**config.mk**
```make
export PLATFORM = sky130hd
export DESIGN_NAME = oldest_steal_voice_allocator
export DESIGN_NICKNAME = d
export VERILOG_FILES = /design/src/sv/osva_pkg.sv /design/src/sv/osva_ctrl.sv /design/src/sv/osva_dp.sv /design/src/sv/oldest_steal_voice_allocator.sv
export SDC_FILE = /design/constraint.sdc
export NUM_CORES = 1
export LEC_CHECK = 0
export BUFFER_PORTS_ARGS = -buffer_cell sky130_fd_sc_hd__buf_2
export CORE_MARGIN = 1.5
export CORE_UTILIZATION = 50
export CTS_CLUSTER_DIAMETER = 200
export DETAILED_ROUTE_END_ITERATION = 8
export GPL_TIMING_DRIVEN = 0
export PLACE_DENSITY = 0.75
export SLEW_MARGIN = 5
export SYNTH_ARGS = -nofsm -noshare
export SYNTH_HDL_FRONTEND = slang
export SYNTH_SLANG_ARGS = --single-unit
```
**constraint.sdc**
```tcl
create_clock -name clk_i -period 9.4 [get_ports clk_i]
set_input_delay 1.88 -clock clk_i [delete_from_list [all_inputs] [get_ports clk_i]]
set_output_delay 1.88 -clock clk_i [all_outputs]
set_load 0.05 [all_outputs]
```
**src/sv/osva_pkg.sv**
```systemverilog
// ----------------------------------------------------------------------------
// osva_pkg
// Shared widths, codes and controller/datapath interface types for the
// oldest-steal voice allocator.
// ----------------------------------------------------------------------------
`default_nettype none

package osva_pkg;

  localparam int unsigned SlotW    = 4;
  localparam int unsigned TagW     = 8;
  localparam int unsigned StampW   = 32;
  localparam int unsigned CfgW     = 5;
  localparam int unsigned SlotSpan = 16;

  localparam logic [CfgW-1:0] MaxVoicesRst = 5'd16;

  localparam logic OP_ALLOC   = 1'b0;
  localparam logic OP_RELEASE = 1'b1;

  typedef struct packed {
    logic capture;
    logic rel_rd;
    logic alloc_free;
    logic scan_start;
    logic scan_rd;
    logic steal;
    logic rel_chk;
    logic load_out;
  } osva_cmd_t;

  typedef struct packed {
    logic is_release;
    logic has_free;
    logic scan_last;
    logic out_busy;
  } osva_sts_t;

endpackage

`default_nettype wire

```
**src/sv/osva_ctrl.sv**
```systemverilog
// ----------------------------------------------------------------------------
// osva_ctrl
// Sequencer for the voice allocator: dispatch, stamp scan, steal, release
// check and result hand-off.
// ----------------------------------------------------------------------------
`default_nettype none

module osva_ctrl
  import osva_pkg::*;
(
  input  wire logic      clk_i,
  input  wire logic      rst_ni,
  input  wire logic      in_valid_i,
  output logic           in_ready_o,
  input  wire osva_sts_t sts_i,
  output osva_cmd_t      cmd_o
);

  typedef enum logic [2:0] {
    ST_IDLE,
    ST_DISPATCH,
    ST_SCAN,
    ST_SCAN_END,
    ST_STEAL,
    ST_REL_CHK,
    ST_FINISH
  } state_e;

  state_e state_q, state_d;

  always_comb begin
    state_d    = state_q;
    cmd_o      = '0;
    in_ready_o = 1'b0;
    unique case (state_q)
      ST_IDLE: begin
        in_ready_o = 1'b1;
        if (in_valid_i) begin
          cmd_o.capture = 1'b1;
          state_d       = ST_DISPATCH;
        end
      end
      ST_DISPATCH: begin
        if (sts_i.is_release) begin
          cmd_o.rel_rd = 1'b1;
          state_d      = ST_REL_CHK;
        end else if (sts_i.has_free) begin
          cmd_o.alloc_free = 1'b1;
          state_d          = ST_FINISH;
        end else begin
          cmd_o.scan_start = 1'b1;
          state_d          = ST_SCAN;
        end
      end
      ST_SCAN: begin
        cmd_o.scan_rd = 1'b1;
        if (sts_i.scan_last) begin
          state_d = ST_SCAN_END;
        end
      end
      ST_SCAN_END: begin
        state_d = ST_STEAL;
      end
      ST_STEAL: begin
        cmd_o.steal = 1'b1;
        state_d     = ST_FINISH;
      end
      ST_REL_CHK: begin
        cmd_o.rel_chk = 1'b1;
        state_d       = ST_FINISH;
      end
      ST_FINISH: begin
        if (!sts_i.out_busy) begin
          cmd_o.load_out = 1'b1;
          state_d        = ST_IDLE;
        end
      end
      default: begin
        state_d = ST_IDLE;
      end
    endcase
  end

  always_ff @(posedge clk_i or negedge rst_ni) begin
    if (!rst_ni) begin
      state_q <= ST_IDLE;
    end else begin
      state_q <= state_d;
    end
  end

endmodule

`default_nettype wire

```
**src/sv/osva_dp.sv**
```systemverilog
// ----------------------------------------------------------------------------
// osva_dp
// Slot table, voice limit register, free search, oldest-stamp scan, release
// match and output register.
// ----------------------------------------------------------------------------
`default_nettype none

module osva_dp
  import osva_pkg::*;
#(
  parameter int unsigned MAX_VOICES = 16
) (
  input  wire logic              clk_i,
  input  wire logic              rst_ni,
  input  wire osva_cmd_t         cmd_i,
  output osva_sts_t              sts_o,
  input  wire logic              op_i,
  input  wire logic [TagW-1:0]   owner_tag_i,
  input  wire logic [SlotW-1:0]  release_slot_i,
  input  wire logic [StampW-1:0] now_stamp_i,
  input  wire logic              cfg_we_i,
  input  wire logic [CfgW-1:0]   cfg_wdata_i,
  output logic                   out_valid_o,
  input  wire logic              out_ready_i,
  output logic [SlotW-1:0]       slot_o,
  output logic                   stole_o,
  output logic [TagW-1:0]        evicted_owner_o,
  output logic                   release_done_o
);

  localparam int unsigned TableDepth = (MAX_VOICES < SlotSpan) ? MAX_VOICES : SlotSpan;
  localparam int unsigned IdxW       = (TableDepth > 1) ? $clog2(TableDepth) : 1;
  localparam logic [CfgW-1:0] DepthC = CfgW'(TableDepth);

  logic [StampW-1:0] stamp_mem [TableDepth];
  logic [TagW-1:0]   owner_mem [TableDepth];
  logic [TableDepth-1:0] valid_q;

  logic [CfgW-1:0]   max_voices_q;
  logic              op_q;
  logic [TagW-1:0]   tag_q;
  logic [SlotW-1:0]  rel_q;
  logic [StampW-1:0] now_q;

  logic [IdxW-1:0]   cnt_q;
  logic              rd_vld_q;
  logic [IdxW-1:0]   rd_idx_q;
  logic [StampW-1:0] stamp_rd_q;
  logic [TagW-1:0]   owner_rd_q;
  logic [StampW-1:0] best_stamp_q;
  logic [IdxW-1:0]   best_idx_q;
  logic [TagW-1:0]   best_owner_q;

  logic [SlotW-1:0]  res_slot_q;
  logic              res_stole_q;
  logic [TagW-1:0]   res_evicted_q;
  logic              res_done_q;
  logic              out_valid_q;

  logic [CfgW-1:0]   lim;
  logic              free_found;
  logic [IdxW-1:0]   free_idx;
  logic              rd_en;
  logic [IdxW-1:0]   rd_addr;
  logic              wr_en;
  logic [IdxW-1:0]   wr_idx;
  logic              rel_in_range;
  logic [IdxW-1:0]   rel_idx;
  logic              rel_ok;

  // clamp the voice limit to 1 .. table depth
  always_comb begin
    lim = max_voices_q;
    if (lim == '0) begin
      lim = CfgW'(1);
    end
    if (lim > DepthC) begin
      lim = DepthC;
    end
  end

  always_comb begin
    free_found = 1'b0;
    free_idx   = '0;
    for (int i = TableDepth - 1; i >= 0; i--) begin
      if (!valid_q[i] && (CfgW'(i) < lim)) begin
        free_found = 1'b1;
        free_idx   = IdxW'(i);
      end
    end
  end

  assign rel_in_range = (CfgW'(rel_q) < DepthC);
  assign rel_idx      = rel_q[IdxW-1:0];
  assign rel_ok       = rel_in_range && valid_q[rel_idx] && (owner_rd_q == tag_q);

  assign rd_en   = cmd_i.scan_rd | cmd_i.rel_rd;
  assign rd_addr = cmd_i.scan_rd ? cnt_q : rel_idx;
  assign wr_en   = cmd_i.alloc_free | cmd_i.steal;
  assign wr_idx  = cmd_i.alloc_free ? free_idx : best_idx_q;

  assign sts_o.is_release = (op_q == OP_RELEASE);
  assign sts_o.has_free   = free_found;
  assign sts_o.scan_last  = (CfgW'(cnt_q) == (lim - CfgW'(1)));
  assign sts_o.out_busy   = out_valid_q & ~out_ready_i;

  always_ff @(posedge clk_i or negedge rst_ni) begin
    if (!rst_ni) begin
      max_voices_q <= MaxVoicesRst;
    end else if (cfg_we_i) begin
      max_voices_q <= cfg_wdata_i;
    end
  end

  always_ff @(posedge clk_i) begin
    if (cmd_i.capture) begin
      op_q  <= op_i;
      tag_q <= owner_tag_i;
      rel_q <= release_slot_i;
      now_q <= now_stamp_i;
    end
  end

  // slot table
  always_ff @(posedge clk_i) begin
    if (wr_en) begin
      owner_mem[wr_idx] <= tag_q;
      stamp_mem[wr_idx] <= now_q;
    end
    if (rd_en) begin
      owner_rd_q <= owner_mem[rd_addr];
      stamp_rd_q <= stamp_mem[rd_addr];
    end
  end

  always_ff @(posedge clk_i or negedge rst_ni) begin
    if (!rst_ni) begin
      valid_q <= '0;
    end else begin
      if (wr_en) begin
        valid_q[wr_idx] <= 1'b1;
      end
      if (cmd_i.rel_chk && rel_ok) begin
        valid_q[rel_idx] <= 1'b0;
      end
    end
  end

  always_ff @(posedge clk_i or negedge rst_ni) begin
    if (!rst_ni) begin
      cnt_q    <= '0;
      rd_vld_q <= 1'b0;
    end else begin
      rd_vld_q <= cmd_i.scan_rd;
      if (cmd_i.scan_start) begin
        cnt_q <= '0;
      end else if (cmd_i.scan_rd) begin
        cnt_q <= cnt_q + IdxW'(1);
      end
    end
  end

  // track oldest stamp, lowest index wins ties
  always_ff @(posedge clk_i) begin
    if (cmd_i.scan_rd) begin
      rd_idx_q <= cnt_q;
    end
    if (rd_vld_q && ((rd_idx_q == '0) || (stamp_rd_q < best_stamp_q))) begin
      best_stamp_q <= stamp_rd_q;
      best_idx_q   <= rd_idx_q;
      best_owner_q <= owner_rd_q;
    end
  end

  always_ff @(posedge clk_i) begin
    if (cmd_i.alloc_free) begin
      res_slot_q    <= SlotW'(free_idx);
      res_stole_q   <= 1'b0;
      res_evicted_q <= '0;
      res_done_q    <= 1'b0;
    end else if (cmd_i.steal) begin
      res_slot_q    <= SlotW'(best_idx_q);
      res_stole_q   <= 1'b1;
      res_evicted_q <= best_owner_q;
      res_done_q    <= 1'b0;
    end else if (cmd_i.rel_chk) begin
      res_slot_q    <= '0;
      res_stole_q   <= 1'b0;
      res_evicted_q <= '0;
      res_done_q    <= rel_ok;
    end
  end

  always_ff @(posedge clk_i or negedge rst_ni) begin
    if (!rst_ni) begin
      out_valid_q <= 1'b0;
    end else if (cmd_i.load_out) begin
      out_valid_q <= 1'b1;
    end else if (out_ready_i) begin
      out_valid_q <= 1'b0;
    end
  end

  always_ff @(posedge clk_i) begin
    if (cmd_i.load_out) begin
      slot_o          <= res_slot_q;
      stole_o         <= res_stole_q;
      evicted_owner_o <= res_evicted_q;
      release_done_o  <= res_done_q;
    end
  end

  assign out_valid_o = out_valid_q;

endmodule

`default_nettype wire

```
**src/sv/oldest_steal_voice_allocator.sv**
```systemverilog
// ----------------------------------------------------------------------------
// oldest_steal_voice_allocator
// Polyphonic voice allocator: lowest free slot on allocate, oldest-stamp
// steal when full, owner-checked release.
//
//   channel   handshake                  payload
//   input     in_valid_i / in_ready_o    op, owner_tag, release_slot, now_stamp
//   output    out_valid_o / out_ready_i  slot, stole, evicted_owner, release_done
//   config    cfg_we_i                   cfg_wdata_i (max_voices)
//
// One transaction at a time. A steal takes longer than a free allocate or a
// release: it waits on the one-slot-per-cycle stamp scan of the slot table
// read port, which covers every slot below the voice limit. Reset frees every
// slot at once and sets the voice limit to 16. A result waiting in the output
// register does not block the next input transaction; only a second finished
// result stalls behind it.
// ----------------------------------------------------------------------------
`default_nettype none

module oldest_steal_voice_allocator
  import osva_pkg::*;
#(
  parameter int unsigned MAX_VOICES = 16
) (
  input  wire logic              clk_i,
  input  wire logic              rst_ni,
  input  wire logic              in_valid_i,
  output logic                   in_ready_o,
  input  wire logic              op_i,
  input  wire logic [TagW-1:0]   owner_tag_i,
  input  wire logic [SlotW-1:0]  release_slot_i,
  input  wire logic [StampW-1:0] now_stamp_i,
  output logic                   out_valid_o,
  input  wire logic              out_ready_i,
  output logic [SlotW-1:0]       slot_o,
  output logic                   stole_o,
  output logic [TagW-1:0]        evicted_owner_o,
  output logic                   release_done_o,
  input  wire logic              cfg_we_i,
  input  wire logic [CfgW-1:0]   cfg_wdata_i
);

  osva_cmd_t cmd;
  osva_sts_t sts;

  osva_ctrl u_ctrl (
    .clk_i      (clk_i),
    .rst_ni     (rst_ni),
    .in_valid_i (in_valid_i),
    .in_ready_o (in_ready_o),
    .sts_i      (sts),
    .cmd_o      (cmd)
  );

  osva_dp #(
    .MAX_VOICES (MAX_VOICES)
  ) u_dp (
    .clk_i           (clk_i),
    .rst_ni          (rst_ni),
    .cmd_i           (cmd),
    .sts_o           (sts),
    .op_i            (op_i),
    .owner_tag_i     (owner_tag_i),
    .release_slot_i  (release_slot_i),
    .now_stamp_i     (now_stamp_i),
    .cfg_we_i        (cfg_we_i),
    .cfg_wdata_i     (cfg_wdata_i),
    .out_valid_o     (out_valid_o),
    .out_ready_i     (out_ready_i),
    .slot_o          (slot_o),
    .stole_o         (stole_o),
    .evicted_owner_o (evicted_owner_o),
    .release_done_o  (release_done_o)
  );

endmodule

`default_nettype wire

```
==> metrics.md, run 1 <==
| Metric | Value |
|---|---|
| Post-synth net total | `1723` |
| Final wirelength | `71.2 mm` |
| Per-cell routed wire length | `26.1 µm` |
| Largest buffer count on any clock path | `3` |
| Total via count after detailed routing | `16600` |
| Top flip-flop cell by instance count after synthesis | `edfxtp_1` |
| Core Area | `0.0634 mm²` |
| Area of the mapped netlist | `0.0323 mm²` |
| Horizontal extent of the die | `257 µm` |
| Pin count of the biggest net entering global routing | `46` |
| DRC violation total after the first TritonRoute iteration | `1899` |
| Total track usage | `21.9%` |
| Aggregate global routing overflow | `0` |
| Cell breakdown of the critical path | `buf_6, nor3_1, nor2_1, nor2_1, ha_1, or2_2, a22oi_1, nor3_2, a21o_1, a21boi_1, nand2_1, nor2_4, buf_16, buf_16` |
| DRC viols | `0` |
| Startpoint class of the critical path | `flip-flop` |
| Number of antenna violations at the first check in global routing | `0` |
| Count of input and output buffers | `70` |
| Critical Path Fanout Max | `16` |
| Fraction of the cycle the final worst path needs | `47.8%` |
| Type of destination of the critical path | `flip-flop` |
| Period minus WS final | `4.49 ns` |
| Global placement routability congestion | `0.874` |
| Hold/Removal Path Class | `flip-flop to flip-flop` |
| Gate Count Post-Synth | `1634` |
| Slowest-stage cell, CP | `nor2_4` |
| Y dimension of the die | `257 µm` |
| Clock network latency to the later pin of the worst-skew pair | `0.63 ns` |
| Max-slew headroom at the worst pin | `10.6%` |
| Number of detailed-route iterations in the first pass | `5` |
| Cell Pwr Density | `308 mW/mm²` |
| Netlist cell types | `70` |
| Number of buffers inserted by post-CTS setup repair | `0` |
| Achievable frequency | `223 MHz` |
| RSZ-0062 raised after global routing | `no` |
| Clock transition at the register clock pins on the worst setup and hold paths after CTS | `0.06 ns` |
| Post-layout util | `58.6%` |
| I/O pin count | `71` |
| Gates resized, CTS repair | `0` |
| Final number of max-transition violations | `0` |
| Count of antenna diodes in the layout | `0` |
| Number of clock sinks | `831` |
| Cell leakage power | `12.2 nW` |
| Row cnt | `92` |
| Post-route ant nets | `0` |
| Deepest level of the CTS H-tree | `3` |
| Ys async rst share | `3.61%` |
| Estimated wirelength of the detail-placed design | `45.1 mm` |
| Finished Cell Area | `0.0372 mm²` |
| Clock buffers created by TritonCTS | `84` |
| Number of nets at the end of the flow | `1909` |
| Area growth from synthesis to layout | `15.1%` |
| Total of warnings raised by yosys | `0` |
| Vias per Instance | `6.06` |
| Root buf cell | `clkbuf_16` |
| Die area | `0.0661 mm²` |
| Depth of the worst register-to-register path | `14` |
| Crit path required time | `9.73 ns` |
| Transition time at the pin with the least slew margin | `1.30 ns` |
| Final Hold Violating Endpoints | `0` |
| Post-synthesis sequential area ratio | `76.5%` |
| Number of enable flip-flop cells after synthesis | `791` |
| Wire length of the first global-routing pass | `107 mm` |
| Maxcap violations | `0` |
| Cell area after placement | `0.0346 mm²` |
| Count of state elements after synthesis | `831` |
| RR Endpoint | `u_dp.stamp_mem[14][2]` |
| Critical R2R Launch | `u_dp.max_voices_q[3]` |
| Setup violations, final | `0` |
| Depth of the worst hold-timing path | `0` |
| Crit path kind | `flip-flop to flip-flop` |
| Slowest Stage Delay on Critical Path | `0.72 ns` |
| Starting utilization of the core area | `50.9%` |
| Maximum vdd ir drop | `0.167 mV` |
| Endpoint, Worst Hold | `u_dp.slot_o[1]` |
| CP arrival | `4.82 ns` |
| Clock tree from TritonCTS | `done` |
| Slack of the worst reg-to-reg path | `4.91 ns` |
| Final TNS setup | `0 ns` |
| Startpoint of the most critical hold path | `u_dp.res_slot_q[1]` |
| Total power | `11.4 mW` |
| Proportion of layout cells with a drive suffix above 1 | `23.7%` |
| Clock skew after layout | `0.0261 ns` |
| Status | `completed` |
| Average instance area after synthesis | `19.8 µm²` |
| Via count of the first global-routing pass | `17200` |
| Total of fill cells in the finished design | `4450` |
| Hold-fix buffers, CTS | `0` |
==> power breakdown <==
group | switching, mW | total (mW) | internal, mW | leakage (nW)
Sequential | 0.348 | 5.14 | 4.79 | 7.60
Combinational | 1.84 | 3.11 | 1.27 | 3.29
Clock | 1.38 | 3.20 | 1.82 | 1.27
Total | 3.56 | 11.4 | 7.88 | 12.2
==> flip-flops by register name, indices dropped and copies added (netlist names), 3 cells and up <==
name                  flops
u_ctrl.state_q            3
u_dp.valid_q             16
u_dp.rel_idx              4
u_dp.slot_o               4
u_dp.res_slot_q           4
u_dp.best_idx_q           4
u_dp.rd_idx_q             4
u_dp.stamp_mem          512
u_dp.res_evicted_q        8
u_dp.best_stamp_q        32
u_dp.owner_rd_q           8
u_dp.best_owner_q         8
u_dp.evicted_owner_o      8
u_dp.max_voices_q         5
u_dp.tag_q                8
u_dp.owner_mem          128
u_dp.now_q               32
u_dp.cnt_q                4
u_dp.stamp_rd_q          32
==> cell type report <==
| cell class | count | area (µm²) | area share [%] |
|---|---|---|---|
| buffer | 75 | 340 | 0.915 |
| clock buffer | 108 | 2260 | 6.09 |
| clock inverter | 45 | 363 | 0.976 |
| inverter | 43 | 161 | 0.434 |
| multi-input combinational | 685 | 7210 | 19.4 |
| sequential | 831 | 24700 | 66.4 |
| tap | 846 | 1060 | 2.85 |
| timing repair buffer | 100 | 1080 | 2.91 |
==> synth_stat cells, types with 8 or more instances <==
cell type  count  area, µm²
nor3_1        10       50.1
dfrtp_1       29        726
nand4_1        9       56.3
nand2b_1       9       56.3
a21o_1        14        105
ha_1          34        425
edfxtp_1     791      23800
dfxtp_1       10        200
buf_2         22        110
a21oi_1       31        155
nand2_1      104        390
and2_1        43        269
a211oi_1      43        323
buf_1         10       37.5
mux4_2       165       3720
nor2_1        45        169
a2bb2oi_1      9       78.8
a22oi_1        8       60.1
xnor2_1       10       87.6
inv_1         43        161
a31oi_1       51        319
o21ai_0       15       75.1
clkbuf_1      38        143
==> placed cells by master (no fill, tap or decap), types with 10 or more instances in the layout <==
| cell type | instances |
|---|---|
| dfrtp_1 | 29 |
| clkbuf_1 | 57 |
| a21oi_1 | 29 |
| mux4_2 | 165 |
| inv_1 | 43 |
| o21ai_0 | 15 |
| nor2_1 | 33 |
| buf_16 | 19 |
| nor3_1 | 10 |
| buf_2 | 92 |
| dfxtp_1 | 10 |
| ha_1 | 34 |
| and2_1 | 42 |
| nor2_4 | 16 |
| a211oi_1 | 43 |
| xnor2_1 | 10 |
| clkinv_1 | 20 |
| a31oi_1 | 51 |
| clkinv_2 | 10 |
| buf_1 | 10 |
| clkbuf_16 | 86 |
| nand2_1 | 104 |
| a21o_1 | 14 |
| buf_12 | 10 |
| edfxtp_1 | 791 |
==> worst max-delay path, delay by kind of cell, from the launching register on <==
kind,cells,cell delay [ns]
buffers and inverters,3,0.59
AND/OR/NAND/NOR,7,2.10
AO/OA/AOI/OAI,3,0.77
adder cells (fa/ha/maj),1,0.23
flip-flops,1,0.46
==> cell families after synthesis <==
logic type | after synthesis | share of synthesized area, %
adders and majority gates | 34 | 1.32
and+or+nand+nor | 254 | 3.87
muxes | 174 | 11.8
DFF | 831 | 76.5
buffers and inverters | 118 | 1.55
AOI/OAI and AO/OA | 211 | 4.64
xor gates and xnor gates | 12 | 0.325
==> worst max path at each step <==
stage / startpoint / to / slack [ns] / cells after the start
floorplan: u_dp.max_voices_q[4] / u_dp.owner_mem[2][0] / 4.85 / 11
global placement: u_dp.max_voices_q[1] / u_dp.stamp_mem[10][19] / 2.43 / 12
detailed placement: u_dp.max_voices_q[1] / u_dp.stamp_mem[14][3] / 4.96 / 14
CTS: u_dp.max_voices_q[3] / u_dp.stamp_mem[14][3] / 4.91 / 14
global route: u_dp.max_voices_q[1] / u_dp.stamp_mem[14][2] / 4.66 / 14
finish: u_dp.max_voices_q[3] / u_dp.stamp_mem[14][2] / 4.91 / 14
==> layer usage <==
layer,share of wire [%],track usage (%)
met2,48,34.9
met1,40,29.8
met3,8.3,5.27
met5,0,0
met4,3.2,7.70
==> through the flow <==
step / hold WS, ns / std cells / worst slack, ns
4_1_cts: 0.426 / 2733 / 4.91
2_1_floorplan: 0.400 / 1634 / 4.85
3_5_place_dp: 0.408 / 2580 / 4.96
6_report: 0.424 / 2733 / 4.91
5_1_grt: 0.426 / 2733 / 4.66
3_3_place_gp: 0.407 / 2550 / 2.43
(Power assumes the default switching activity.)
==> run 2, diff against run 1 <==
clock period = 4.6 ns   (was 9.4 ns; I/O delays follow)
==> metrics.md, run 2 (synthesized netlist as in run 1, its figures left out) <==
| Metric | Value |
|---|---|
| DRC viols | `0 (unchanged)` |
| Row cnt | `92 (unchanged)` |
| Post-route ant nets | `0 (unchanged)` |
| Total via count after detailed routing | `16600 (+0.17%)` |
| Final Hold Violating Endpoints | `0 (unchanged)` |
| Highest-count cells in the layout ignoring fill and taps | `edfxtp_1 (791), mux4_2 (165), nand2_1 (104), buf_2 (92), clkbuf_16 (86)` |
| DRC violation total after the first TritonRoute iteration | `2072 (+9.1%)` |
| Total of fill cells in the finished design | `4438 (-0.27%)` |
| Worst slack on hold paths | `0.350 ns (-0.0733 ns)` |
| CP arrival | `4.73 ns (-0.09 ns)` |
| Max-slew headroom at the worst pin | `7.35% (-3.3 points)` |
| Launching instance or port of the critical path | `u_dp.max_voices_q[4]` |
| Number of detailed-route iterations in the first pass | `6 (+1)` |
| Registers with the most flip-flops | `u_dp.stamp_mem (512), u_dp.owner_mem (128)` |
| Finished Cell Area | `0.0373 mm² (+0.26%)` |
| Via count of the first global-routing pass | `17200 (unchanged)` |
| Aggregate global routing overflow | `0 (unchanged)` |
| Total track usage | `21.9% (unchanged)` |
| Critical Path Fanout Max | `19 (+3)` |
| Status | `completed` |
| Cell Pwr Density | `628 mW/mm² (+100%)` |
| Count of input and output buffers | `70 (unchanged)` |
| Type of destination of the critical path | `flip-flop` |
| Maximum vdd ir drop | `0.340 mV (+100%)` |
| Clock buffers created by TritonCTS | `84 (unchanged)` |
| Pin count of the biggest net entering global routing | `46 (unchanged)` |
| Achievable frequency | `227 MHz (+1.8%)` |
| Die area | `0.0661 mm² (unchanged)` |
| Y dimension of the die | `257 µm (unchanged)` |
| Horizontal extent of the die | `257 µm (unchanged)` |
| Wire length of the first global-routing pass | `107 mm (unchanged)` |
| Hold/Removal Path Class | `input pin to async pin` |
| Clock skew after layout | `0.0232 ns (-0.00290 ns)` |
| Global placement routability congestion | `0.874 (unchanged)` |
| Root buf cell | `clkbuf_16` |
| Number of nets at the end of the flow | `1919 (+0.52%)` |
| Count of antenna diodes in the layout | `0 (unchanged)` |
| Area growth from synthesis to layout | `15.4%` |
| Flip-flop count of the largest register after layout | `512 (unchanged)` |
| Top reg by flops | `u_dp.stamp_mem` |
| Largest buffer count on any clock path | `3 (unchanged)` |
| Final wirelength | `71.7 mm (+0.70%)` |
| Core Area | `0.0634 mm² (unchanged)` |
| Number of clock sinks | `831 (unchanged)` |
| Proportion of layout cells with a drive suffix above 1 | `24.2% (+0.45 points)` |
| Deepest level of the CTS H-tree | `3 (unchanged)` |
| Period minus WS final | `4.41 ns (-0.0779 ns)` |
| Transition time at the pin with the least slew margin | `1.35 ns (+0.0476 ns)` |
| Post-layout util | `58.8% (+0.15 points)` |
| Hold-fix buffers, CTS | `0 (unchanged)` |
| I/O pin count | `71 (unchanged)` |
| Maxcap violations | `0 (unchanged)` |
| Cell area after placement | `0.0346 mm² (unchanged)` |
| Final number of max-transition violations | `0 (unchanged)` |
| RSZ-0062 raised after global routing | `no` |
| Final TNS setup | `0 ns (unchanged)` |
| Clock network latency to the later pin of the worst-skew pair | `0.63 ns (about the same)` |
| Depth of the worst register-to-register path | `13 (-1)` |
| Sequential cell area | `0.0247 mm² (unchanged)` |
| Number of antenna violations at the first check in global routing | `0 (unchanged)` |
| Estimated wirelength of the detail-placed design | `45.1 mm (unchanged)` |
| Per-cell routed wire length | `26.1 µm (+0.33%)` |
| Multi-input logic area | `0.00723 mm² (+0.23%)` |
| Crit path required time | `4.91 ns (-4.82 ns)` |
| Vias per Instance | `6.04 (-0.20%)` |
| Cell leakage power | `12.2 nW (+0.45%)` |
| Most common cell after layout, fill and taps aside | `edfxtp_1` |
| Crit path kind | `flip-flop to flip-flop` |
| Setup violations, final | `0 (unchanged)` |
| Startpoint class of the critical path | `flip-flop` |
| Starting utilization of the core area | `50.9% (unchanged)` |
| Clock transition at the register clock pins on the worst setup and hold paths after CTS | `0.07 ns (about the same)` |
| Clock tree from TritonCTS | `done` |
| Fraction of the cycle the final worst path needs | `95.9% (+48 points)` |
| Critical R2R Launch | `u_dp.max_voices_q[4]` |
==> run 2: report_power, final <==
group	switching [mW]	internal, mW	leakage [nW]	total, mW
sequential	0.712	9.79	7.60	10.5
clock	2.81	3.72	1.27	6.53
combinational	3.79	2.61	3.34	6.39
total	7.31	16.1	12.2	23.4
==> run 2: worst max-delay path, cell delays in order, from the launching register on <==
cell     delay, ns
dfstp_2       0.51
buf_2         0.20
buf_6         0.17
nor2_1        0.07
ha_1          0.21
or2_2         0.33
a31oi_1       0.34
nor3_4        0.11
a41oi_4       0.34
or4b_1        0.50
o22a_4        0.30
nor2_4        0.56
buf_16        0.24
buf_12        0.19
==> run 2: final cells by class <==
cell class / instances / area share (%)
inverters: 43 / 0.433
clock inverters: 45 / 0.973
multi-input cells: 686 / 19.4
clock buffers: 108 / 6.07
well taps: 846 / 2.84
flip-flops and latches: 831 / 66.3
plain buffers: 75 / 0.913
repair buffers: 109 / 3.11
==> run 2: metal layers <==
layer | track usage, % | share of wire [%] | vias up
li1 | - | - | 7062
met1 | 29.8 | 40 | 8574
met2 | 34.9 | 48 | 791
met3 | 5.27 | 8.5 | 152
met4 | 7.70 | 3.1 | 0
met5 | 0 | 0 | -
==> run 2: final timing paths <==
check / endpoint / slack [ns]
setup / recovery: u_dp.stamp_mem[1][5] / 0.19
hold / removal: u_dp.max_voices_q[2] / 0.35
setup reg to reg: u_dp.stamp_mem[1][5] / 0.19
hold reg to reg: u_dp.slot_o[1] / 0.42
max in group asynchronous: u_dp.rd_vld_q / 3.76
min in group clk_i: u_dp.slot_o[1] / 0.42
==> run 2: timing repair <==
action,4_1_cts,5_1_grt
gates resized for setup,0,2
endpoints found under the setup margin,0,206
setup buffers,0,9
==> run 2: through the flow <==
step	setup WS [ns]	std cells	power [mW]
global route	0.0128	2743	24.4
global placement	-2.37	2550	16.5
finish	0.187	2743	23.4
CTS	0.114	2733	23.5
floorplan	0.0464	1634	14.6
detailed placement	0.160	2580	17.0
